**src/binary_max_heap_assert.svh**
```systemverilog
// ---------------------------------------------------------------------------
// Assertion macros for the binary max-heap
// Concurrent assertion shorthands, clocked and reset-qualified.
// ---------------------------------------------------------------------------
`ifndef BINARY_MAX_HEAP_ASSERT_SVH
`define BINARY_MAX_HEAP_ASSERT_SVH

// The consequent must hold in the same cycle as the antecedent.
`define BMH_ASSERT_SAME(label, clk, rst, ante, cons, msg) \
   label: assert property (@(posedge clk) disable iff (rst) (ante) |-> (cons)) \
      else $error(msg);

// The consequent must hold in the cycle after the antecedent.
`define BMH_ASSERT_NEXT(label, clk, rst, ante, cons, msg) \
   label: assert property (@(posedge clk) disable iff (rst) (ante) |=> (cons)) \
      else $error(msg);

`endif

```
**src/bmh_pkg.sv**
```systemverilog
// ---------------------------------------------------------------------------
// Binary max-heap package
// Widths, default capacity, opcodes and status codes shared by the heap modules.
// ---------------------------------------------------------------------------
`timescale 1ns / 1ps

package bmh_pkg;

   localparam int DEFAULT_CAPACITY = 16;
   localparam int VALUE_WIDTH      = 32;
   localparam int STATUS_WIDTH     = 2;
   localparam int TOTAL_WIDTH      = 5;

   localparam logic OP_PUSH = 1'b0;
   localparam logic OP_POP  = 1'b1;

   localparam logic [STATUS_WIDTH-1:0] ST_DONE  = 2'd0;
   localparam logic [STATUS_WIDTH-1:0] ST_FULL  = 2'd1;
   localparam logic [STATUS_WIDTH-1:0] ST_EMPTY = 2'd2;

endpackage

```
**src/bmh_store.sv**
```systemverilog
// ---------------------------------------------------------------------------
// Binary max-heap element store
// Synchronous memory with one write port and two registered read ports.
// ---------------------------------------------------------------------------
`timescale 1ns / 1ps

module bmh_store #(
   parameter int DEPTH      = bmh_pkg::DEFAULT_CAPACITY,
   parameter int ADDR_WIDTH = $clog2(bmh_pkg::DEFAULT_CAPACITY),
   parameter int DATA_WIDTH = bmh_pkg::VALUE_WIDTH
) (
   input  logic                         clock,
   input  logic                         wr_en,
   input  logic [ADDR_WIDTH-1:0]        wr_addr,
   input  logic signed [DATA_WIDTH-1:0] wr_data,
   input  logic [ADDR_WIDTH-1:0]        rd_addr_a,
   input  logic [ADDR_WIDTH-1:0]        rd_addr_b,
   output logic signed [DATA_WIDTH-1:0] rd_data_a,
   output logic signed [DATA_WIDTH-1:0] rd_data_b
);

   logic signed [DATA_WIDTH-1:0] mem_ff [DEPTH];

   always_ff @(posedge clock) begin
      if (wr_en) begin
         mem_ff[wr_addr] <= wr_data;
      end
   end

   always_ff @(posedge clock) begin
      rd_data_a <= mem_ff[rd_addr_a];
      rd_data_b <= mem_ff[rd_addr_b];
   end

endmodule

```
**src/binary_max_heap.sv**
```systemverilog
// ---------------------------------------------------------------------------
// Binary max-heap priority queue
// Bounded max-heap of signed values held in a synchronous memory, with push
// and pop-maximum commands and one result per command.
// ---------------------------------------------------------------------------
//  Channel   Ports                                         Transfer
//  request   start, busy, req_opcode, req_value            start && !busy
//  response  rsp_strobe, rsp_popped_value, rsp_status,     rsp_strobe
//            rsp_element_total, rsp_heap_empty
//
//  A rejected command answers in the cycle after its transfer. A push climbs
//  with a parent read (S_UP) and a compare-and-write (S_UP_CMP) per level; a
//  pop reads the root and the last element (S_POP), then per level the children
//  (S_DN) and a compare-and-write (S_DN_CMP).
//  Reset clears the element count; the memory needs no clearing.
//  The receiver cannot stall: each result is shown for one cycle only.
// ---------------------------------------------------------------------------
`timescale 1ns / 1ps
`include "binary_max_heap_assert.svh"

module binary_max_heap #(
   parameter int CAPACITY = bmh_pkg::DEFAULT_CAPACITY
) (
   input  logic                                  clock,
   input  logic                                  reset,
   input  logic                                  start,
   output logic                                  busy,
   input  logic                                  req_opcode,
   input  logic signed [bmh_pkg::VALUE_WIDTH-1:0] req_value,
   output logic                                  rsp_strobe,
   output logic signed [bmh_pkg::VALUE_WIDTH-1:0] rsp_popped_value,
   output logic [bmh_pkg::STATUS_WIDTH-1:0]      rsp_status,
   output logic [bmh_pkg::TOTAL_WIDTH-1:0]       rsp_element_total,
   output logic                                  rsp_heap_empty
);

   import bmh_pkg::*;

   localparam int AW = (CAPACITY > 1) ? $clog2(CAPACITY) : 1;
   localparam int CW = $clog2(CAPACITY + 1);
   localparam int XW = AW + 1;

   typedef enum logic [5:0] {
      S_IDLE   = 6'b000001,
      S_UP     = 6'b000010,
      S_UP_CMP = 6'b000100,
      S_POP    = 6'b001000,
      S_DN     = 6'b010000,
      S_DN_CMP = 6'b100000
   } state_type;

   state_type                 state_ff, state_in;
   logic [CW-1:0]             count_ff, count_in;
   logic [AW-1:0]             pos_ff, pos_in;
   logic signed [VALUE_WIDTH-1:0] val_ff, val_in;
   logic signed [VALUE_WIDTH-1:0] popped_ff, popped_in;
   logic                      strobe_ff, strobe_in;
   logic [STATUS_WIDTH-1:0]   status_ff, status_in;

   logic                      wr_en;
   logic [AW-1:0]             wr_addr;
   logic signed [VALUE_WIDTH-1:0] wr_data;
   logic [AW-1:0]             rd_addr_a, rd_addr_b;
   logic signed [VALUE_WIDTH-1:0] rd_data_a, rd_data_b;

   logic                      accept;
   logic [XW-1:0]             left_idx, right_idx, count_x;
   logic                      left_ok, right_ok, take_left, take_right;
   logic signed [VALUE_WIDTH-1:0] best_val;
   logic [AW-1:0]             parent_idx;
   logic [CW-1:0]             last_idx;

   bmh_store #(
      .DEPTH      (CAPACITY),
      .ADDR_WIDTH (AW),
      .DATA_WIDTH (VALUE_WIDTH)
   ) u_store (
      .clock     (clock),
      .wr_en     (wr_en),
      .wr_addr   (wr_addr),
      .wr_data   (wr_data),
      .rd_addr_a (rd_addr_a),
      .rd_addr_b (rd_addr_b),
      .rd_data_a (rd_data_a),
      .rd_data_b (rd_data_b)
   );

   assign accept     = start && (state_ff == S_IDLE);
   assign count_x    = XW'(count_ff);
   assign left_idx   = {pos_ff, 1'b1};
   assign right_idx  = left_idx + XW'(1);
   assign left_ok    = left_idx < count_x;
   assign right_ok   = left_ok && (right_idx < count_x);
   assign parent_idx = (pos_ff - AW'(1)) >> 1;
   assign last_idx   = count_ff - CW'(1);
   assign take_left  = rd_data_a > val_ff;
   assign best_val   = take_left ? rd_data_a : val_ff;
   assign take_right = right_ok && (rd_data_b > best_val);

   always_comb begin
      state_in  = state_ff;
      count_in  = count_ff;
      pos_in    = pos_ff;
      val_in    = val_ff;
      popped_in = popped_ff;
      strobe_in = 1'b0;
      status_in = status_ff;
      wr_en     = 1'b0;
      wr_addr   = pos_ff;
      wr_data   = val_ff;
      rd_addr_a = '0;
      rd_addr_b = last_idx[AW-1:0];
      unique case (state_ff)
         S_IDLE: begin
            if (accept) begin
               popped_in = '0;
               status_in = ST_DONE;
               if (req_opcode == OP_PUSH) begin
                  if (count_ff >= CW'(CAPACITY)) begin
                     status_in = ST_FULL;
                     strobe_in = 1'b1;
                  end else begin
                     pos_in   = count_ff[AW-1:0];
                     val_in   = req_value;
                     count_in = count_ff + CW'(1);
                     state_in = S_UP;
                  end
               end else begin
                  if (count_ff == '0) begin
                     status_in = ST_EMPTY;
                     strobe_in = 1'b1;
                  end else begin
                     count_in = last_idx;
                     state_in = S_POP;
                  end
               end
            end
         end
         S_UP: begin
            rd_addr_a = parent_idx;
            if (pos_ff == '0) begin
               wr_en     = 1'b1;
               strobe_in = 1'b1;
               state_in  = S_IDLE;
            end else begin
               state_in = S_UP_CMP;
            end
         end
         S_UP_CMP: begin
            wr_en = 1'b1;
            if (val_ff > rd_data_a) begin
               wr_data  = rd_data_a;
               pos_in   = parent_idx;
               state_in = S_UP;
            end else begin
               strobe_in = 1'b1;
               state_in  = S_IDLE;
            end
         end
         S_POP: begin
            popped_in = rd_data_a;
            val_in    = rd_data_b;
            pos_in    = '0;
            state_in  = S_DN;
         end
         S_DN: begin
            rd_addr_a = left_idx[AW-1:0];
            rd_addr_b = right_idx[AW-1:0];
            if (left_ok) begin
               state_in = S_DN_CMP;
            end else begin
               wr_en     = 1'b1;
               strobe_in = 1'b1;
               state_in  = S_IDLE;
            end
         end
         S_DN_CMP: begin
            wr_en = 1'b1;
            priority if (take_right) begin
               wr_data  = rd_data_b;
               pos_in   = right_idx[AW-1:0];
               state_in = S_DN;
            end else if (take_left) begin
               wr_data  = rd_data_a;
               pos_in   = left_idx[AW-1:0];
               state_in = S_DN;
            end else begin
               strobe_in = 1'b1;
               state_in  = S_IDLE;
            end
         end
         default: begin
            state_in = S_IDLE;
         end
      endcase
   end

   always_ff @(posedge clock) begin
      if (reset) begin
         state_ff  <= S_IDLE;
         count_ff  <= '0;
         strobe_ff <= 1'b0;
      end else begin
         state_ff  <= state_in;
         count_ff  <= count_in;
         strobe_ff <= strobe_in;
      end
   end

   always_ff @(posedge clock) begin
      pos_ff    <= pos_in;
      val_ff    <= val_in;
      popped_ff <= popped_in;
      status_ff <= status_in;
   end

   assign busy              = (state_ff != S_IDLE);
   assign rsp_strobe        = strobe_ff;
   assign rsp_popped_value  = popped_ff;
   assign rsp_status        = status_ff;
   assign rsp_element_total = TOTAL_WIDTH'(count_ff);
   assign rsp_heap_empty    = (count_ff == '0);

   `BMH_ASSERT_SAME(a_count_bound, clock, reset, 1'b1, count_ff <= CW'(CAPACITY),
      "Element count exceeds the capacity.")
   `BMH_ASSERT_NEXT(a_full_reject, clock, reset,
      accept && (req_opcode == OP_PUSH) && (count_ff == CW'(CAPACITY)),
      rsp_strobe && (rsp_status == ST_FULL),
      "Push on a full heap was not rejected in the next cycle.")
   `BMH_ASSERT_NEXT(a_pop_count, clock, reset,
      accept && (req_opcode == OP_POP) && (count_ff != '0),
      count_ff == $past(count_ff) - CW'(1),
      "Accepted pop did not decrement the element count.")
   `BMH_ASSERT_SAME(a_write_busy, clock, reset, wr_en, busy,
      "Memory written while the heap is idle.")

endmodule
```
**config.mk**
```make
export PLATFORM = sky130hd
export DESIGN_NAME = binary_max_heap
export DESIGN_NICKNAME = d
export VERILOG_FILES = /design/src/bmh_pkg.sv /design/src/bmh_store.sv /design/src/binary_max_heap.sv
export VERILOG_INCLUDE_DIRS = /design/src /design/src/src
export SDC_FILE = /design/constraint.sdc
export NUM_CORES = 1
export LEC_CHECK = 0
export BUFFER_PORTS_ARGS = -buffer_cell sky130_fd_sc_hd__buf_2
export CAP_MARGIN = 20
export CORE_ASPECT_RATIO = 1.2
export CORE_MARGIN = 8
export CORE_UTILIZATION = 60
export DETAILED_ROUTE_END_ITERATION = 8
export GPL_ROUTABILITY_DRIVEN = 0
export PLACE_DENSITY = 0.74
export SKIP_CTS_REPAIR_TIMING = 1
export SLEW_MARGIN = 10
export SYNTH_ARGS = -nofsm -noshare
export SYNTH_HDL_FRONTEND = slang
export SYNTH_HIERARCHICAL = 1
export SYNTH_SLANG_ARGS = --single-unit
export TNS_END_PERCENT = 20
```
**constraint.sdc**
```tcl
create_clock -name clock -period 16 [get_ports clock]
set_clock_uncertainty 0.05 [all_clocks]
set_input_delay 0.8 -clock clock [delete_from_list [all_inputs] [get_ports clock]]
set_output_delay 0.8 -clock clock [all_outputs]
set_load 0.01 [all_outputs]
```
==> results.yml <==
run_status:
  outcome: "finished clean"
yosys:
  ys_ff_latch: 658
  synth_top_area_share: 0.563
  syn-mean-instance-area_sq_um: 16.1
  synth.area.top_cells: "edfxtp_1, mux4_2, dfxtp_1, a22oi_1, ha_1"
  ys.flop_type: "edfxtp_1"
  yosysTopAreaCell: "edfxtp_1"
  synth_enable_flop_cells: 582
  ys_types: 67
  synthCells: 1925
  synthArstFlopShare: 0
  synth_warnings: 6
  seq_area_frac_synth: 0.612
  netlist_area_sq_mm: 0.0310
  syn_nets: 2037
sta:
  fin_setup_tns_ns: 0
  slew_violations: 0
  min_period_over_period: 0.456
  fmax_mhz: 137
  setup_viol: 0
  hold_viol_final: 0
  fin_crit_ns: 7.30
  maxSlewHeadroom: 0.260
  grt_setup_unrepaired: "no"
  worst_pin_slew_ns: 1.11
worst_hold_path:
  whs_path_depth: 2
  worstHoldPathType: "input pin to flop"
place:
  io_buffers: 77
  hpwl_um: 50700
  placed_area_sq_mm: 0.0323
clock_tree:
  cts.clk_slew.worst_paths_ns: 0.07
  cts_made_buffers: 61
  cts-root-buf: "clkbuf_16"
  clock_path_buffers: 3
  cts_max_level: 2
  cts_tree: "built"
  cts_sinks: 658
  clkLatencyLatePin_ns: 0.64
global_route:
  antenna_found_initial: 0
  busiest_layer: "met2"
  met3_usage: 0.0651
  gr-usage-met2: 0.459
  grt_overflow_total: 0
  grt_util_all_layers: 0.293
  grt_max_degree: 75
  gr-usage-met1: 0.384
  grt_first_pass_wirelength_um: 128000
  grt_pass1_vias: 20100
floorplanning:
  die_h_um: 265
  die_w_um: 224
  ioPinCount: 78
  start_util: 0.606
  rows: 91
  core-area_sq_mm: 0.0512
  die_area_sq_mm: 0.0593
flow_run:
  cap_violations: 0
pwr:
  p_per_area_mw_per_mm2: 162
  peakVddDrop_uv: 165
  cellLeakagePower_nw: 11.8
cells_and_area:
  insertedDiodeCount: 0
  syn_to_final_growth_pct: 11.2
  layout_common_cells: "edfxtp_1, mux4_2, nand2_1, a22oi_1, nor2_1"
  finalInstanceArea_sq_mm: 0.0345
  fillers: 3384
  fin_nets: 2116
  layout-drive-gt1-share: 0.273
  final_common_cell: "edfxtp_1"
routing:
  drt_first_iter_violations: 2923
  detail-route-antenna-nets: 0
  dr.pass1.iters: 6
  drc: 0
  routed_wl_um: 86700
  vias: 19300
  post_drt_wl_per_cell_um: 32.0
  via_per_inst: 7.15
critical_path:
  worstPathMaxFanout: 66
  r2r.worst_path.cells: 17
  worstPathRequired_ns: 16.24
  cp.arrival_ns: 7.54
  critical_path_class: "flop to flop"
  critPathCaptureType: "flop"
  critPathLaunchType: "flop"
## cells in the mapped netlist (10+ instances only)
cell and number:
buf_4 24, a22oi_1 129, nand4_1 10, nand2_1 207
edfxtp_1 582, nor3_1 13, mux2i_1 34, buf_2 13
buf_1 22, nor2_1 98, a21oi_1 30, ha_1 76
mux4_2 256, dfxtp_1 76, o311ai_2 11, nand3_1 47
and2_1 34, inv_1 47, clkbuf_1 65, o311ai_1 18
o21ai_0 23
## layer usage
layer	share of wire	vias up	wire, um
met1	0.35	9783	30700
met2	0.47	1357	40600
met4	0.058	0	5020
li1	-	7921	-
met5	0	-	0
met3	0.12	288	10500
## path summary, 6_finish.rpt
check                                           end  slack (ns)                           from
setup / recovery    u_store/mem_ff[7][20]$_DFFE_PP_        8.70            val_ff[5]$_DFFE_PP_
hold / removal    rsp_element_total[4]$_SDFFE_PP0P_        0.40                          reset
setup reg to reg    u_store/mem_ff[7][20]$_DFFE_PP_        8.70            val_ff[5]$_DFFE_PP_
hold reg to reg                val_ff[19]$_DFFE_PP_        0.52  u_store/rd_data_b[19]$_DFF_P_
## report_power, final
group | switching, mW | internal [mW]
sequential | 0.107 | 2.05
combinational | 1.14 | 0.746
clock | 0.662 | 0.891
## logic make-up after synthesis
group,share of synthesized area
DFF,0.612
adders and majority gates,0.0306
and+or+nand+nor,0.0668
muxes,0.199
buffers and inverters,0.0271
xor gates and xnor gates,0.00339
AOI/OAI and AO/OA,0.0616
## registers in the layout, summed over array words and instances, names as in the netlist
signal	cells
state_ff	6
val_ff	32
pos_ff	4
rsp_element_total	5
u_store/mem_ff	512
rsp_strobe	1
u_store/rd_data_a	32
rsp_popped_value	32
rsp_status	2
u_store/rd_data_b	32
## area by class of cell
class	instances	area (sq um)	area share
sequential	658	19000	0.550
multi-input combinational	1089	11500	0.332
clock buffer	74	1670	0.0483
timing repair buffer	147	923	0.0267
tap	651	815	0.0236
clock inverter	42	485	0.0141
inverter	47	176	0.00511
## critical path, cell delays in order (launching register included)
cell       delay [ns]
edfxtp_1         0.42
ha_1             0.33
a21oi_1          0.15
o21ai_0          0.12
a22o_1           0.24
nor4_1           0.70
a2bb2oi_4        0.51
buf_4            0.50
mux2i_1          0.29
ha_1             0.27
a21oi_1          0.16
o21ai_1          0.10
a221o_1          0.32
or4_4            0.47
a2111oi_4        0.39
mux2_4           0.67
mux2_1           0.38
o211ai_1         0.85
## per-stage QoR
stage	setup WS [ns]	instances	hold WS, ns	util	total power, mW
after floorplan	10.27	1925	0.471	-	3.45
after global placement	8.95	2586	0.498	0.631	3.99
after detailed placement	8.75	2586	0.504	0.631	4.03
after CTS	8.69	2702	0.388	0.673	5.57
after global routing	8.36	2708	0.403	0.674	5.80
final	8.70	2708	0.399	0.674	5.60
(Power assumes the default switching activity.)
